`src/hdl/mnp_pkg.sv`:
```
package mnp_pkg;

   localparam int NUM_PITCHES = 128;
   localparam int TIME_BITS   = 40;

   localparam int PITCH_W     = 7;
   localparam int VEL_W       = 7;
   localparam int DELTA_W     = 28;
   localparam int TICK_W      = 40;
   localparam int PIDX_W      = (NUM_PITCHES > 1) ? $clog2(NUM_PITCHES) : 1;

   localparam int QUEUE_DEPTH = 2;
   localparam int QPTR_W      = (QUEUE_DEPTH > 1) ? $clog2(QUEUE_DEPTH) : 1;
   localparam int QCNT_W      = $clog2(QUEUE_DEPTH + 1);

   // table entry: start tick above, volume below
   localparam int ENTRY_W     = TIME_BITS + VEL_W;

   typedef enum logic [1:0] {
      OP_NOTE_ON  = 2'd0,
      OP_NOTE_OFF = 2'd1,
      OP_DAMPER   = 2'd2,
      OP_FLUSH    = 2'd3
   } op_type;

   // classified item handed from the front to the back
   typedef struct packed {
      op_type                 op;
      logic [PITCH_W-1:0]     pitch;
      logic [VEL_W-1:0]       velocity;
      logic                   damper_value;
      logic [TIME_BITS-1:0]   tick;
   } evt_type;

   // absolute time to the 40-bit output tick
   function automatic logic [TICK_W-1:0] to_tick(input logic [TIME_BITS-1:0] t);
      logic [TIME_BITS+TICK_W-1:0] wide;
      wide = {{TICK_W{1'b0}}, t};
      return wide[TICK_W-1:0];
   endfunction

endpackage

```
`src/hdl/mnp_front.sv`:
```
module mnp_front (
   input  logic                      clock,
   input  logic                      reset,
   input  logic                      req_valid,
   output logic                      req_stall,
   input  logic [1:0]                req_operation,
   input  logic [mnp_pkg::DELTA_W-1:0] req_delta_ticks,
   input  logic [mnp_pkg::PITCH_W-1:0] req_pitch,
   input  logic [mnp_pkg::VEL_W-1:0]   req_velocity,
   input  logic                      req_damper_value,
   input  logic                      queue_full,
   output logic                      push,
   output mnp_pkg::evt_type          push_evt
);
   import mnp_pkg::*;

   localparam int SUM_W = ((TIME_BITS > DELTA_W) ? TIME_BITS : DELTA_W) + 1;
   localparam logic [TIME_BITS-1:0] TIME_MAX = '1;

   logic [TIME_BITS-1:0] time_ff, time_in;
   logic [SUM_W-1:0]     sum;
   logic [TIME_BITS-1:0] advanced;
   op_type               op;

   assign op        = op_type'(req_operation);
   assign req_stall = queue_full;
   assign push      = req_valid && !queue_full;

   // saturating time advance
   always_comb begin
      sum = SUM_W'(time_ff) + SUM_W'(req_delta_ticks);
      if (sum > SUM_W'(TIME_MAX)) begin
         advanced = TIME_MAX;
      end else begin
         advanced = sum[TIME_BITS-1:0];
      end
   end

   always_comb begin
      time_in = time_ff;
      if (push && op != OP_FLUSH) begin
         time_in = advanced;
      end
   end

   always_comb begin
      push_evt.op           = op;
      push_evt.pitch        = req_pitch;
      push_evt.velocity     = req_velocity;
      push_evt.damper_value = req_damper_value;
      push_evt.tick         = (op == OP_FLUSH) ? time_ff : advanced;
   end

   always_ff @(posedge clock) begin
      if (reset) begin
         time_ff <= '0;
      end else begin
         time_ff <= time_in;
      end
   end

endmodule

```
`config.mk`:
```
export PLATFORM = sky130hd
export DESIGN_NAME = mnp_front
export DESIGN_NICKNAME = d
export VERILOG_FILES = /design/src/hdl/mnp_pkg.sv /design/src/hdl/mnp_front.sv
export SDC_FILE = /design/constraint.sdc
export NUM_CORES = 1
export LEC_CHECK = 0
export BUFFER_PORTS_ARGS = -buffer_cell sky130_fd_sc_hd__buf_2
export CAP_MARGIN = 40
export CORE_MARGIN = 4
export CORE_UTILIZATION = 50
export CTS_CLUSTER_DIAMETER = 80
export DETAILED_ROUTE_END_ITERATION = 10
export PLACE_DENSITY = 0.73
export SYNTH_ARGS = -nofsm -noshare
export SYNTH_HDL_FRONTEND = slang
export SYNTH_SLANG_ARGS = --single-unit
```
`constraint.sdc`:
```
create_clock -name clock -period 8.05 [get_ports clock]
set_clock_uncertainty 0.15 [all_clocks]
set_input_delay 1.2075 -clock clock [delete_from_list [all_inputs] [get_ports clock]]
set_output_delay 1.2075 -clock clock [all_outputs]
set_load 0.005 [all_outputs]
```
After elaboration in Yosys (flattened, before gate mapping) --
Index checks and enable logic that the tools add are counted.
Cells by class: $add $sub $neg 1, magnitude comparators 1, equal/unequal tests 2, mux-type cells 2, reductions and logical operators 3
Operators with widths (number):
- $mux 40 | 2
- $add 40x28->41 | 1
- $gt 41x40->1 const B | 1
- $eq 2x2->1 const B | 1
- $logic_and 1x1->1 | 2
- $ne 2x2->1 const B | 1
- $logic_not 1->1 | 1
Storage, ports and cells: flip-flop bits (word level) 40, input bits 49, output and inout bits 59, logic and storage cells 10

Depth between registers and ports, before layout --
depth in word-level cells 4, depth in mapped cells 12, gate-level depth less buffers 10

Worst setup path after synthesis --
No wires, ideal clock.
path kind input to output, start input port req_delta_ticks[0] in the netlist's numbering, end output port push_evt[32] in the netlist's numbering, arrival time 3257 ps, data required time 6693 ps, path slack 3435 ps, stages on the path 10, buffers on the path 0, cells stage by stage ha_1 -> inv_1 -> fa_1 -> nand2b_1 -> a211oi_1 -> o211ai_1 -> nand4b_4 -> nand3_1 -> nor2_1 -> mux2_2
RTL lines:
- start: declaration | RTL line mnp_front.sv:7 | input logic [mnp_pkg::DELTA_W-1:0] req_delta_ticks,
- end: declaration | RTL line mnp_front.sv:13 | output mnp_pkg::evt_type push_evt

==> impl_metrics.py <==
metrics = {
    "finish": {
        "finalNetCount": 667,
        "post-route-util_pct": 56.6,
        "final_cell_count_no_fill": 692,
        "area_growth_pct": 8.55,
        "drive_above_1_share_pct": 19.7,
        "largest_register_ff_count": 40,
        "antenna-diode-count": 0,
        "largest_registers": "time_ff (40)",
        "final_area_um2": 4420,
        "max_flop_register": "time_ff",
    },
    "worst_setup_path": {
        "setup.worst_path.start_class": "input port",
        "worst-endpoint-arrival_ns": 4.11,
        "worst_ep_required_time_ns": 6.69,
        "worstPathMaxFanout": 24,
        "r2r_start": "time_ff[0]",
        "worst-setup-path-type": "input port to output port",
        "critical-path-slowest-cell": "sky130_fd_sc_hd__nand3_2",
        "timing.reg2reg.worst_path_depth": 10,
        "peak_per_stage_delay_on_the_critical_path_ns": 0.48,
        "critical_path.startpoint": "req_delta_ticks[0]",
        "cell_with_the_most_instances_on_the_worst_path": "sky130_fd_sc_hd__buf_2",
        "critical_path.reg2reg.endpoint": "time_ff[34]",
        "end_kind": "output port",
        "setup.reg_to_reg.worst_slack_ns": 4.86,
        "path_buf_inv": 3,
        "crit_path_cell_trace": "buf_2 > ha_1 > inv_1 > fa_1 > nand2b_1 > a211oi_1 > o211ai_1 > nand4b_4 > nand3_2 > nand2_1 > o22a_1 > buf_2",
        "timing.critical_path.max_delay_family": "simple AND/OR/NAND/NOR gates",
    },
    "logic_synthesis": {
        "synth_cells": 556,
        "synth_ff_type": "sky130_fd_sc_hd__dfxtp_1",
        "syn_area_um2": 4070,
        "sequential_area_share_after_synthesis_pct": 19.7,
        "post_synth_main_area_contributors": "sky130_fd_sc_hd__dfxtp_1 (20%), sky130_fd_sc_hd__ha_1 (8.6%), sky130_fd_sc_hd__nor2_1 (8.4%)",
        "number_of_enable_type_register_cells_in_the_synthesized_netlist": 0,
        "post-synth-top-area-cell": "sky130_fd_sc_hd__dfxtp_1",
        "yosysWarningCount": 0,
        "yosys.cell_types.count": 63,
        "synth.avg_cell_area_um2": 7.32,
        "synthArstFlopShare_pct": 0,
        "area_share_of_the_largest_cell_type_after_synthesis_pct": 19.7,
        "synthesis.nets": 634,
        "synth-seq-cells": 40,
    },
    "clock_tree": {
        "postCtsHoldBufs": 0,
        "cts.path.max_buffers": 2,
        "worstSkewPairLatency_ns": 0.30,
        "ctsResizeCount": 0,
        "cts_root_buffer": "sky130_fd_sc_hd__clkbuf_8",
        "cts_tree": "built",
        "cts.clk_slew.worst_paths_ns": 0.09,
        "cts_buffers": 5,
        "clock_sinks": 40,
        "htree_num_levels": 2,
        "postCtsSetupBuffers": 0,
    },
    "global_routing": {
        "first_global_vias": 3977,
        "grt_total_ovfl": 0,
        "grt_max_degree": 60,
        "grt.total_usage_pct": 23.0,
        "grt_pass1_wl_um": 18900,
        "antenna_found_initial": 0,
    },
    "route": {
        "wl_per_cell_um": 16.5,
        "avgViaCountPerCell": 6.06,
        "wirelength_um": 11400,
        "detail_route.iter0.violations": 254,
        "route.detailed.drc": 0,
        "firstDrtPassIters": 5,
        "antenna_viol_nets_final": 0,
        "route.vias.total": 4195,
    },
    "worst_hold_path": {
        "worst_hold_path.endpoint": "time_ff[16]",
        "whs_path_depth": 2,
        "min-delay-path-class": "flip-flop to flip-flop",
        "hold_path_startpoint": "time_ff[16]",
    },
    "sta": {
        "worstMarginPinSlew_ns": 0.696,
        "unrepaired_setup_endpoints_after_global_routing": "false",
        "number_of_setup_violations_in_the_final_report": 0,
        "finalCriticalPeriod_ns": 5.47,
        "f_max_ghz": 0.183,
        "fin_setup_tns_ns": 0,
        "timing.final.max_slew_violations": 0,
        "hold_ws_ns": 0.371,
        "max_slew_headroom_pct": 53.6,
        "hold_viol": 0,
        "fin_crit_sh_pct": 67.9,
    },
    "floorplan": {
        "core.rowCount": 32,
        "horizontal_die_dimension_um": 98.2,
        "number_of_primary_i_o_pins": 108,
        "die_height_um": 98.2,
        "die-area_um2": 9640,
        "initial_core_util_pct": 52.1,
        "design.core.area_um2": 7810,
    },
    "placement": {
        "post-place-cells": 684,
        "placement.io_buffers": 77,
        "gpl.final_weighted_congestion": 0.907,
        "hpwlAfterDp_um": 8430,
        "place_area_um2": 4300,
    },
    "power_and_ir_drop": {
        "power-per-cell-area_nw_per_um2": 145,
        "static-leakage-power_nw": 1.90,
        "worst_vdd_ir_uv": 75.4,
    },
    "outcome": {
        "run_status": "finished clean",
    },
    "run": {
        "maxCapViolCount": 0,
    },
}
-- per-layer routing --
layer  track usage, %  share of wire [%]  vias to the layer above
li1                 -                  -                     2096
met4             7.04                1.8                        0
met1             31.4                 46                     1938
met5                0                  0                        -
met3             3.43                5.9                       19
met2             37.6                 46                      142
-- Yosys cell counts, drive strengths merged (5+ instances only) --
library cell  instances
and3                  6
nand4                 6
ha                   28
a211oi               16
buf                  31
xor2                  7
o21ai                36
a21o                 12
a21oi                59
nand3                20
inv                  11
xnor2                17
nand2                34
and2                  6
a31oi                21
nor3                  7
nand2b                6
clkbuf               23
o211ai                7
o31a                  5
o22a                  5
nor2                 92
dfxtp                40
a311oi                8
-- cell usage in the layout, fill, tap and decap left out, drive strengths merged, types with 2 or more instances in the layout --
| cell type | n |
|---|---|
| nor2 | 92 |
| buf | 80 |
| a21oi | 59 |
| dfxtp | 40 |
| o21ai | 36 |
| nand2 | 34 |
| ha | 28 |
| a31oi | 21 |
| nand3 | 20 |
| xnor2 | 17 |
| a211oi | 16 |
| a21o | 12 |
| inv | 12 |
| a311oi | 8 |
| o211ai | 7 |
| nor3 | 7 |
| xor2 | 7 |
| nand2b | 6 |
| and3 | 6 |
| and2 | 6 |
| nand4 | 6 |
| o22a | 5 |
| o31a | 5 |
| clkbuf | 5 |
| a41oi | 4 |
| mux2i | 4 |
| o21bai | 4 |
| o21a | 4 |
| nor4 | 4 |
| mux2 | 3 |
| o31ai | 3 |
| nor3b | 3 |
| o22ai | 2 |
| a22oi | 2 |
| a211o | 2 |
| nor2b | 2 |
| a221oi | 2 |
| and4 | 2 |
-- kinds of logic (layout without fill, tap and decap cells) --
logic type / count (synthesis) / in the layout / synth area share (%)
muxes: 7 / 7 / 1.81
DFF: 40 / 40 / 19.7
xor gates and xnor gates: 24 / 24 / 5.17
and+or+nand+nor: 192 / 192 / 22.4
AOI/OAI and AO/OA: 199 / 199 / 33.1
buffers and inverters: 65 / 99 / 8.74
adders and majority gates: 29 / 29 / 9.11
-- worst max path at each step --
| stage | end | slack, ns | cells after the start |
|---|---|---|---|
| final | push_evt[18] | 2.58 | 12 |
| after global routing | push_evt[18] | 2.34 | 12 |
| after CTS | push_evt[18] | 2.57 | 12 |
| after detailed placement | push_evt[18] | 2.57 | 12 |
| after global placement | push_evt[35] | 2.32 | 12 |
| after floorplan | push_evt[32] | 3.44 | 10 |
-- worst register-to-register path, delay by kind of cell, from the launching register on --
family / cells / cell delay (ns)
compound gates: 4 / 1.11
simple gates: 3 / 0.84
fa+ha+maj: 2 / 0.58
buf+inv: 1 / 0.06
flops: 1 / 0.38
-- stage by stage --
step	worst slack [ns]	total power, mW
2_1_floorplan	3.44	0.400
3_3_place_gp	2.32	0.462
3_5_place_dp	2.57	0.464
4_1_cts	2.57	0.644
5_1_grt	2.34	0.680
6_report	2.58	0.641
-- final cells by class --
cell class	count	area (µm²)
clock buffers	5	68.8
clock inverters	3	46.3
fillers	758	3390
inverters	11	41.3
multi-input cells	451	2920
flip-flops and latches	40	801
well taps	102	128
repair buffers	80	415
-- report_power, final --
part,leakage (nW),total [mW],internal (mW),switching [mW]
sequential,0.327,0.216,0.208,0.00807
clock,0.0548,0.178,0.0936,0.0844
combinational,1.52,0.247,0.103,0.144
(Power assumes the default switching activity.)
