--- src/hdl/mnp_pkg.sv ---
package mnp_pkg;

   localparam int NUM_PITCHES = 128;
   localparam int TIME_BITS   = 40;

   localparam int PITCH_W     = 7;
   localparam int VEL_W       = 7;
   localparam int DELTA_W     = 28;
   localparam int TICK_W      = 40;
   localparam int PIDX_W      = (NUM_PITCHES > 1) ? $clog2(NUM_PITCHES) : 1;

   localparam int QUEUE_DEPTH = 2;
   localparam int QPTR_W      = (QUEUE_DEPTH > 1) ? $clog2(QUEUE_DEPTH) : 1;
   localparam int QCNT_W      = $clog2(QUEUE_DEPTH + 1);

   // table entry: start tick above, volume below
   localparam int ENTRY_W     = TIME_BITS + VEL_W;

   typedef enum logic [1:0] {
      OP_NOTE_ON  = 2'd0,
      OP_NOTE_OFF = 2'd1,
      OP_DAMPER   = 2'd2,
      OP_FLUSH    = 2'd3
   } op_type;

   // classified item handed from the front to the back
   typedef struct packed {
      op_type                 op;
      logic [PITCH_W-1:0]     pitch;
      logic [VEL_W-1:0]       velocity;
      logic                   damper_value;
      logic [TIME_BITS-1:0]   tick;
   } evt_type;

   // absolute time to the 40-bit output tick
   function automatic logic [TICK_W-1:0] to_tick(input logic [TIME_BITS-1:0] t);
      logic [TIME_BITS+TICK_W-1:0] wide;
      wide = {{TICK_W{1'b0}}, t};
      return wide[TICK_W-1:0];
   endfunction

endpackage

--- src/hdl/mnp_queue.sv ---
module mnp_queue (
   input  logic             clock,
   input  logic             reset,
   input  logic             push,
   input  mnp_pkg::evt_type push_evt,
   output logic             full,
   input  logic             pop,
   output logic             head_valid,
   output mnp_pkg::evt_type head_evt
);
   import mnp_pkg::*;

   evt_type             slot_ff [QUEUE_DEPTH];
   logic [QPTR_W-1:0]   wr_ptr_ff, wr_ptr_in;
   logic [QPTR_W-1:0]   rd_ptr_ff, rd_ptr_in;
   logic [QCNT_W-1:0]   count_ff, count_in;

   assign full       = (count_ff == QCNT_W'(QUEUE_DEPTH));
   assign head_valid = (count_ff != '0);
   assign head_evt   = slot_ff[rd_ptr_ff];

   always_comb begin
      wr_ptr_in = wr_ptr_ff;
      rd_ptr_in = rd_ptr_ff;
      count_in  = count_ff;
      if (push) begin
         wr_ptr_in = (wr_ptr_ff == QPTR_W'(QUEUE_DEPTH - 1)) ? '0 : wr_ptr_ff + 1'b1;
      end
      if (pop) begin
         rd_ptr_in = (rd_ptr_ff == QPTR_W'(QUEUE_DEPTH - 1)) ? '0 : rd_ptr_ff + 1'b1;
      end
      if (push && !pop) begin
         count_in = count_ff + 1'b1;
      end else if (pop && !push) begin
         count_in = count_ff - 1'b1;
      end
   end

   always_ff @(posedge clock) begin
      if (push) begin
         slot_ff[wr_ptr_ff] <= push_evt;
      end
   end

   always_ff @(posedge clock) begin
      if (reset) begin
         wr_ptr_ff <= '0;
         rd_ptr_ff <= '0;
         count_ff  <= '0;
      end else begin
         wr_ptr_ff <= wr_ptr_in;
         rd_ptr_ff <= rd_ptr_in;
         count_ff  <= count_in;
      end
   end

endmodule

--- config.mk ---
export PLATFORM = sky130hd
export DESIGN_NAME = mnp_queue
export DESIGN_NICKNAME = d
export VERILOG_FILES = /design/src/hdl/mnp_pkg.sv /design/src/hdl/mnp_queue.sv
export SDC_FILE = /design/constraint.sdc
export NUM_CORES = 1
export LEC_CHECK = 0
export BUFFER_PORTS_ARGS = -buffer_cell sky130_fd_sc_hd__buf_2
export CAP_MARGIN = 20
export CORE_UTILIZATION = 30
export CTS_BUF_LIST = sky130_fd_sc_hd__clkbuf_4 sky130_fd_sc_hd__clkbuf_8
export DETAILED_ROUTE_END_ITERATION = 16
export GPL_TIMING_DRIVEN = 1
export SLEW_MARGIN = 20
export SYNTH_ARGS = -nofsm -noshare
export SYNTH_HDL_FRONTEND = slang
export SYNTH_SLANG_ARGS = --single-unit
--- constraint.sdc ---
create_clock -name clock -period 10 [get_ports clock]
set_input_delay 2 -clock clock [delete_from_list [all_inputs] [get_ports clock]]
set_output_delay 2 -clock clock [all_outputs]
set_load 0.02 [all_outputs]
# Word-level counts from Yosys, hierarchy flattened
# Memories as Yosys holds them, arrays and structs flattened. A register that Yosys moved wholly into a read port is not among the register bits.
# Cells that the tools add are included.
# classes
add_sub_neg	4
n_eq_ne	1
n_mux	8
n_reduce_logical	6
# ops
op	count
2-to-1 mux 1 bit	6
2-to-1 mux 2 bit	2
nonzero test 2 bit	2
adder 1 bit, second input constant	2
adder 2 x 1 -> 2 bit, second input constant	1
== test 2 bit, second input constant	1
logical AND 1 bit	2
logical NOT 1 bit	2
subtractor 2 x 1 -> 2 bit, second input constant	1
# totals
regBits	4
ram_bits	114
inputBits	61
output_inout_bits	59
wordCells	23
memories	1
# memory_table
memory	depth	width	read_ports	rd_ports_with_merged_regs	write_ports	line	rtl
slot_ff	2	57	1	1	1	mnp_queue.sv:13	evt_type slot_ff [QUEUE_DEPTH];

# Depth between registers and ports, before layout
# Gate-level depths: netlist of run 1.
# logic_depth
ltp_word	4
ltp_mapped	5
depth_no_buf	5

# Worst setup path before layout of run 1
# OpenSTA, ideal clock, no wires.
# synth_path
kind	input to register
startpoint	input push
endpoint	memory slot_ff[0][0] in the netlist's numbering (enable)
setup_time_ps	479
t_arrival_ps	4515
required_time_ps	9521
slack_ps	5006
cell_stages	1
path_buffers	0
cell_sequence	nor2b_1
# synth_via
elab_chain_cells	2
# synth_rtl
item	line	rtl
start: declaration	mnp_queue.sv:4	input logic push,
2-to-1 mux 1 bit	mnp_queue.sv:40	if (push) begin
2-to-1 mux 1 bit (implied by the code)	mnp_queue.sv:41	slot_ff[wr_ptr_ff] <= push_evt;
end: declaration	mnp_queue.sv:13	
# Every way passes these cells.

==> impl_metrics.ini, run 1 <==
[run_status]
status = completed

[logic_synthesis]
ys_seq_elements = 119
ys_types = 18
syn_nets = 261
yosysTopAreaCellShare = 0.791
synth_warnings = 0
ys_seq_area_frac = 0.814
netlist_area_sq_um = 4330
synth_cells = 199
syn_avg_cell_area_sq_um = 21.7
yosysTopAreaCell = edfxtp_1
synthTopCellsByArea = edfxtp_1, mux2_2, dfxtp_1, buf_6, xnor2_1

[global_route]
antenna_found_initial = 0
grt_overflow_total = 0
grt_pass1_wl_microns = 11900
grt_use_total = 0.114
first_global_vias = 2314
grt_max_degree = 33

[clock_tree]
tritoncts = built
cts_buffers = 17
h-tree-depth = 4
cts_root_buf = clkbuf_8
holdBufCountCts = 0
cts_resized = 0
clk_pin_slew_ps = 60
cts_num_sinks = 119
clk_path_buf_depth = 2
cts_setup_buffers = 0
clkLatencyLatePin_ps = 430

[setup_path]
rr_endpoint = slot_ff[1][26]
end_kind = output pin
arrival_ps = 2300
crit_path_start_kind = register
r2r_slack_ps = 8080
critPathKind = reg -> out
critical_path_peak_fanout = 32
cp.required_ps = 8000
reg2regPathDepth = 2
r2r-start = wr_ptr_ff
endpoint = head_evt[36]

[timing]
rsz0062_at_grt = false
whs_ps = 520
worst_pin_slew_ps = 822
min_period_over_period = 0.430
finalSetupViolations = 0
skew_ps = 6.18
fin_crit_ps = 4300
fin_ws_ps = 5700
timing_hold_violations_final = 0
report.final.slew_viol_count = 0
slew_headroom = 0.451
tns_ps = 0
fmax_ghz = 0.233

[drt]
drtIter0Drc = 72
wl_per_cell_microns = 15.2
drc_errors = 0
routed_wl_microns = 8020
routed_via_density = 4.20
drt_first_pass_iters = 4
vias = 2211
ant_nets = 0

[floorplanning]
dieArea_sq_um = 14900
io-pin-count = 120
die_h_microns = 122
initial_utilization = 0.309
placementRows = 43
die_w_microns = 122
core_sq_um = 14000

[cells_and_area]
drive_gt1_frac = 0.617
syn2layout_area_growth_pct = 27.0
fin_util = 0.393
final_common_cell = buf_2
nets = 396
final_cell_mix = buf_2, edfxtp_1, mux2_2
fin_area_sq_um = 5500
antenna_cells = 0

[placed_design]
placed_cell_area_sq_um = 5130
dp_hpwl_microns = 5040
dp_slack_ps = 6060
io_buffer_count = 119
place_congestion = 0.631

[flow_run]
max-cap-violations = 0

[worst_hold_path]
worstHoldPathType = reg -> reg

[pwr]
p_per_area_nw_per_um2 = 206
p_leak_nw = 2.07
irDropWorstVdd_mv = 0.0902
## how the worst min path moves through the flow
stage             endpoint  depth (start not counted)  slack, ps         from
3_3_place_gp   count_ff[1]                          2        480  count_ff[1]
6_report         rd_ptr_ff                          2        520    rd_ptr_ff
3_5_place_dp     rd_ptr_ff                          2        510    rd_ptr_ff
5_1_grt        count_ff[1]                          2        550  count_ff[1]
4_1_cts          rd_ptr_ff                          2        520    rd_ptr_ff
2_1_floorplan  count_ff[1]                          2        460  count_ff[1]
## stage by stage
step / power [W] / instances
after floorplan: 0.000691 / 199
after CTS: 0.00116 / 527
after detailed placement: 0.000743 / 495
after global routing: 0.00119 / 527
final: 0.00113 / 527
after global placement: 0.000739 / 495
## synth_stat cells (all sizes together)
cell and n:
or2 1, or3 1, a21oi 1, buf 6
edfxtp 114, and2 1, nor2 4, and2b 1
dfxtp 5, inv 1, nor2b 1, ha 1
xnor2 2, xor2 2, mux2 57, o21ai 1
## report_power, final
group,internal [W],switching [W],total (W)
sequential,0.000581,0.0000117,0.000593
clock,0.000224,0.000180,0.000404
combinational,0.0000562,0.0000796,0.000136
## registers in the layout (all words and copies together), names as in the netlist, named ones only
name	count
rd_ptr_ff	1
slot_ff	114
count_ff	2
wr_ptr_ff	1
## layer usage
metal / global-route usage / share of wire / vias to the layer above
li1: - / - / 1049
met1: 0.122 / 0.41 / 1078
met2: 0.188 / 0.51 / 69
met3: 0.0599 / 0.065 / 15
met4: 0.0526 / 0.015 / 0
met5: 0 / 0 / -
## kinds of logic after synthesis
group,after synthesis,share of synthesized area
AOI/OAI and AO/OA,2,0.00231
xor gates and xnor gates,4,0.00810
adders and majority gates,1,0.00289
buffers and inverters,7,0.0127
DFF,119,0.814
muxes,57,0.148
and+or+nand+nor,9,0.0113
## layout make-up
cell class | count | area [sq um]
Fill cell | 1315 | 8490
Sequential cell | 119 | 3520
Multi-Input combinational cell | 73 | 757
Timing Repair Buffer | 122 | 618
Clock buffer | 20 | 256
Tap cell | 180 | 225
Clock inverter | 12 | 110
Inverter | 1 | 3.75
## critical path, stage by stage (launching register included)
cell     delay [ps]
dfxtp_2         760
buf_4           520
mux2_2          410
buf_2           160
Note: power is estimated with default switching activity, not from simulation.
==> run 2, diff against run 1 <==
--- a/config.mk
+++ b/config.mk
@@ -5,6 +5,7 @@
 export SDC_FILE = /design/constraint.sdc
 export NUM_CORES = 1
 export LEC_CHECK = 0
+export ABC_AREA = 1
 export BUFFER_PORTS_ARGS = -buffer_cell sky130_fd_sc_hd__buf_2
 export CAP_MARGIN = 20
 export CORE_UTILIZATION = 30
==> constraint.sdc (replaced) <==
create_clock -name clock -period 3.6 [get_ports clock]
set_input_delay 0.72 -clock clock [delete_from_list [all_inputs] [get_ports clock]]
set_output_delay 0.72 -clock clock [all_outputs]
set_load 0.02 [all_outputs]
==> impl_metrics.ini, run 2 <==
[run_status]
status = completed

[timing]
fmax_ghz = 0.366
min_period_over_period = 0.759
slew_headroom = 0.369
finalSetupViolations = 0
report.final.slew_viol_count = 0
rsz0062_at_grt = false
tns_ps = 0
fin_crit_ps = 2730
timing_hold_violations_final = 0
skew_ps = 6.33
fin_ws_ps = 866
worst_pin_slew_ps = 947

[logic_synthesis]
netlist_top_cells_count = edfxtp_1, mux2_4, mux2_2
async_reset_ff_frac = 0
yosysTopAreaCell = edfxtp_1
ys_types = 16
ys_seq_elements = 119
syn_nets = 272
syn_avg_cell_area_sq_um = 21.2
netlist_area_sq_um = 4460
yosysMostFrequentCell = edfxtp_1
synthFlopType = edfxtp_1
synth_edf_count = 114
ys_seq_area_frac = 0.790
synth_cells = 210
synth_warnings = 0
synthTopCellsByArea = edfxtp_1, mux2_4, mux2_2, dfxtp_1, buf_6
yosysTopAreaCellShare = 0.768

[placed_design]
io_buffer_count = 119
dp_slack_ps = 1270
place_congestion = 0.633
dp_hpwl_microns = 5010

[cells_and_area]
multiInputGateArea_sq_um = 855
seq_area_sq_um = 3530
nets = 407
fill_cells = 1359
drive_gt1_frac = 0.581
antenna_cells = 0
final_cell_mix = buf_2, edfxtp_1, mux2_4
regMostFlops = slot_ff
largest_reg_flops = 114
top_regs = slot_ff x114, count_ff x2
final_common_cell = buf_2
syn2layout_area_growth_pct = 25.7

[floorplanning]
core_sq_um = 14500
dieArea_sq_um = 15400
die_w_microns = 124
placementRows = 44
die_h_microns = 124
initial_utilization = 0.307
io-pin-count = 120

[pwr]
finalPower_w = 0.00303
pwr-share-seq = 0.545
p_int_w = 0.00233
p_leak_nw = 2.19
combPwrFrac = 0.119
irDropWorstVdd_mv = 0.252
clkPwrFrac = 0.335
p_switching_w = 0.000695
netSwitchingFraction = 0.230
p_per_area_nw_per_um2 = 540

[clock_tree]
cts_root_buf = clkbuf_8
clk_path_buf_depth = 2
cts_num_sinks = 119
tritoncts = built
cts_setup_buffers = 0
h-tree-depth = 4
cts_resized = 0
cts_buffers = 17
clkLatencyLatePin_ps = 420
holdBufCountCts = 0
clk_pin_slew_ps = 60

[setup_path]
cp_slowest_cell = dfxtp_4
crit_buf_inv = 1
cp_cell_sequence = mux2_2 -> buf_2
crit_path_start_kind = register
r2r_slack_ps = 2370
rr_endpoint = slot_ff[0][7]
end_kind = output pin
arrival_ps = 2010
r2r-start = wr_ptr_ff
cp.required_ps = 2880
reg2regPathDepth = 2
critPathTopFamily = flip-flops
max_stage_delay_ps = 970
critical_path_peak_fanout = 57
critPathKind = reg -> out

[global_route]
antenna_found_initial = 1
grt_use_total = 0.107
grt_pass1_wl_microns = 11400
grt_max_degree = 59
grt_overflow_total = 0
first_global_vias = 2356

[drt]
routed_wl_microns = 7690
drc_errors = 0
routed_via_density = 4.23
vias = 2284
ant_nets = 0
wl_per_cell_microns = 14.2
drtIter0Drc = 134
drt_first_pass_iters = 4

[worst_hold_path]
worstHoldPathType = in -> reg
whs_endpoint = slot_ff[1][8]
min_path_cells = 1
hp-start = push_evt[8]

[flow_run]
max-cap-violations = 0
-- run 2: cell types whose count changed after synthesis, sizes merged --
cell and change:
inv +8, nand2 +6, nor2 +2, xor2 -2, and2 -1, and2b -1, nand3 +1, nand4 +1
nor2b -1, nor3 +1, or2 -1, or3 -1, xnor2 -1
-- run 2: worst max path at each step --
| stage | end | slack (ps) | cells past startpoint |
|---|---|---|---|
| final | head_evt[44] | 870 | 2 |
| after global routing | head_evt[54] | 730 | 2 |
| after CTS | head_evt[54] | 770 | 2 |
| after detailed placement | head_evt[54] | 1270 | 2 |
| after global placement | head_evt[54] | 1290 | 2 |
| after floorplan | slot_ff[0][0] | 960 | 2 |
-- run 2: power groups by stage --
stage          Clock [W]  Sequential [W]  Combinational [W]
2_1_floorplan          0         0.00165           0.000268
3_3_place_gp           0         0.00168           0.000363
3_5_place_dp           0         0.00168           0.000369
4_1_cts          0.00106         0.00165           0.000369
5_1_grt          0.00112         0.00166           0.000392
6_report         0.00101         0.00165           0.000361
-- run 2: layer usage --
metal / track usage / vias to the layer above / routed length [microns]
met2: 0.179 / 81 / 3920
met3: 0.0540 / 14 / 576
met5: 0 / - / 17
li1: - / 1077 / -
met1: 0.107 / 1110 / 3030
met4: 0.0647 / 2 / 144
-- run 2: layout make-up --
class / count / area share
clock buffers: 22 / 0.0484
multi-input cells: 76 / 0.152
flip-flops and latches: 119 / 0.629
well taps: 184 / 0.0411
repair buffers: 122 / 0.112
clock inverters: 8 / 0.0105
inverters: 9 / 0.00603
-- run 2: cells by family (layout without fill, tap and decap cells) --
group,Yosys count,after routing,synth area share
flops,119,119,0.790
mux,57,57,0.169
simple gates,15,15,0.0137
buf+inv,15,161,0.0199
compound gates,2,2,0.00224
fa+ha+maj,1,1,0.00281
xor+xnor,1,1,0.00196
-- run 2: worst register-to-register path: stages, from the launching register on --
cell,delay (ps)
dfxtp_1,340
nor2_4,120
buf_4,380
-- run 2: stage by stage --
step	instances	area (sq um)	hold WS (ps)	util
floorplan	210	4460	480	-
CTS	540	5610	435	0.386
finish	540	5610	483	0.386
global route	540	5610	432	0.386
detailed placement	510	5280	535	0.363
global placement	510	5280	497	0.363
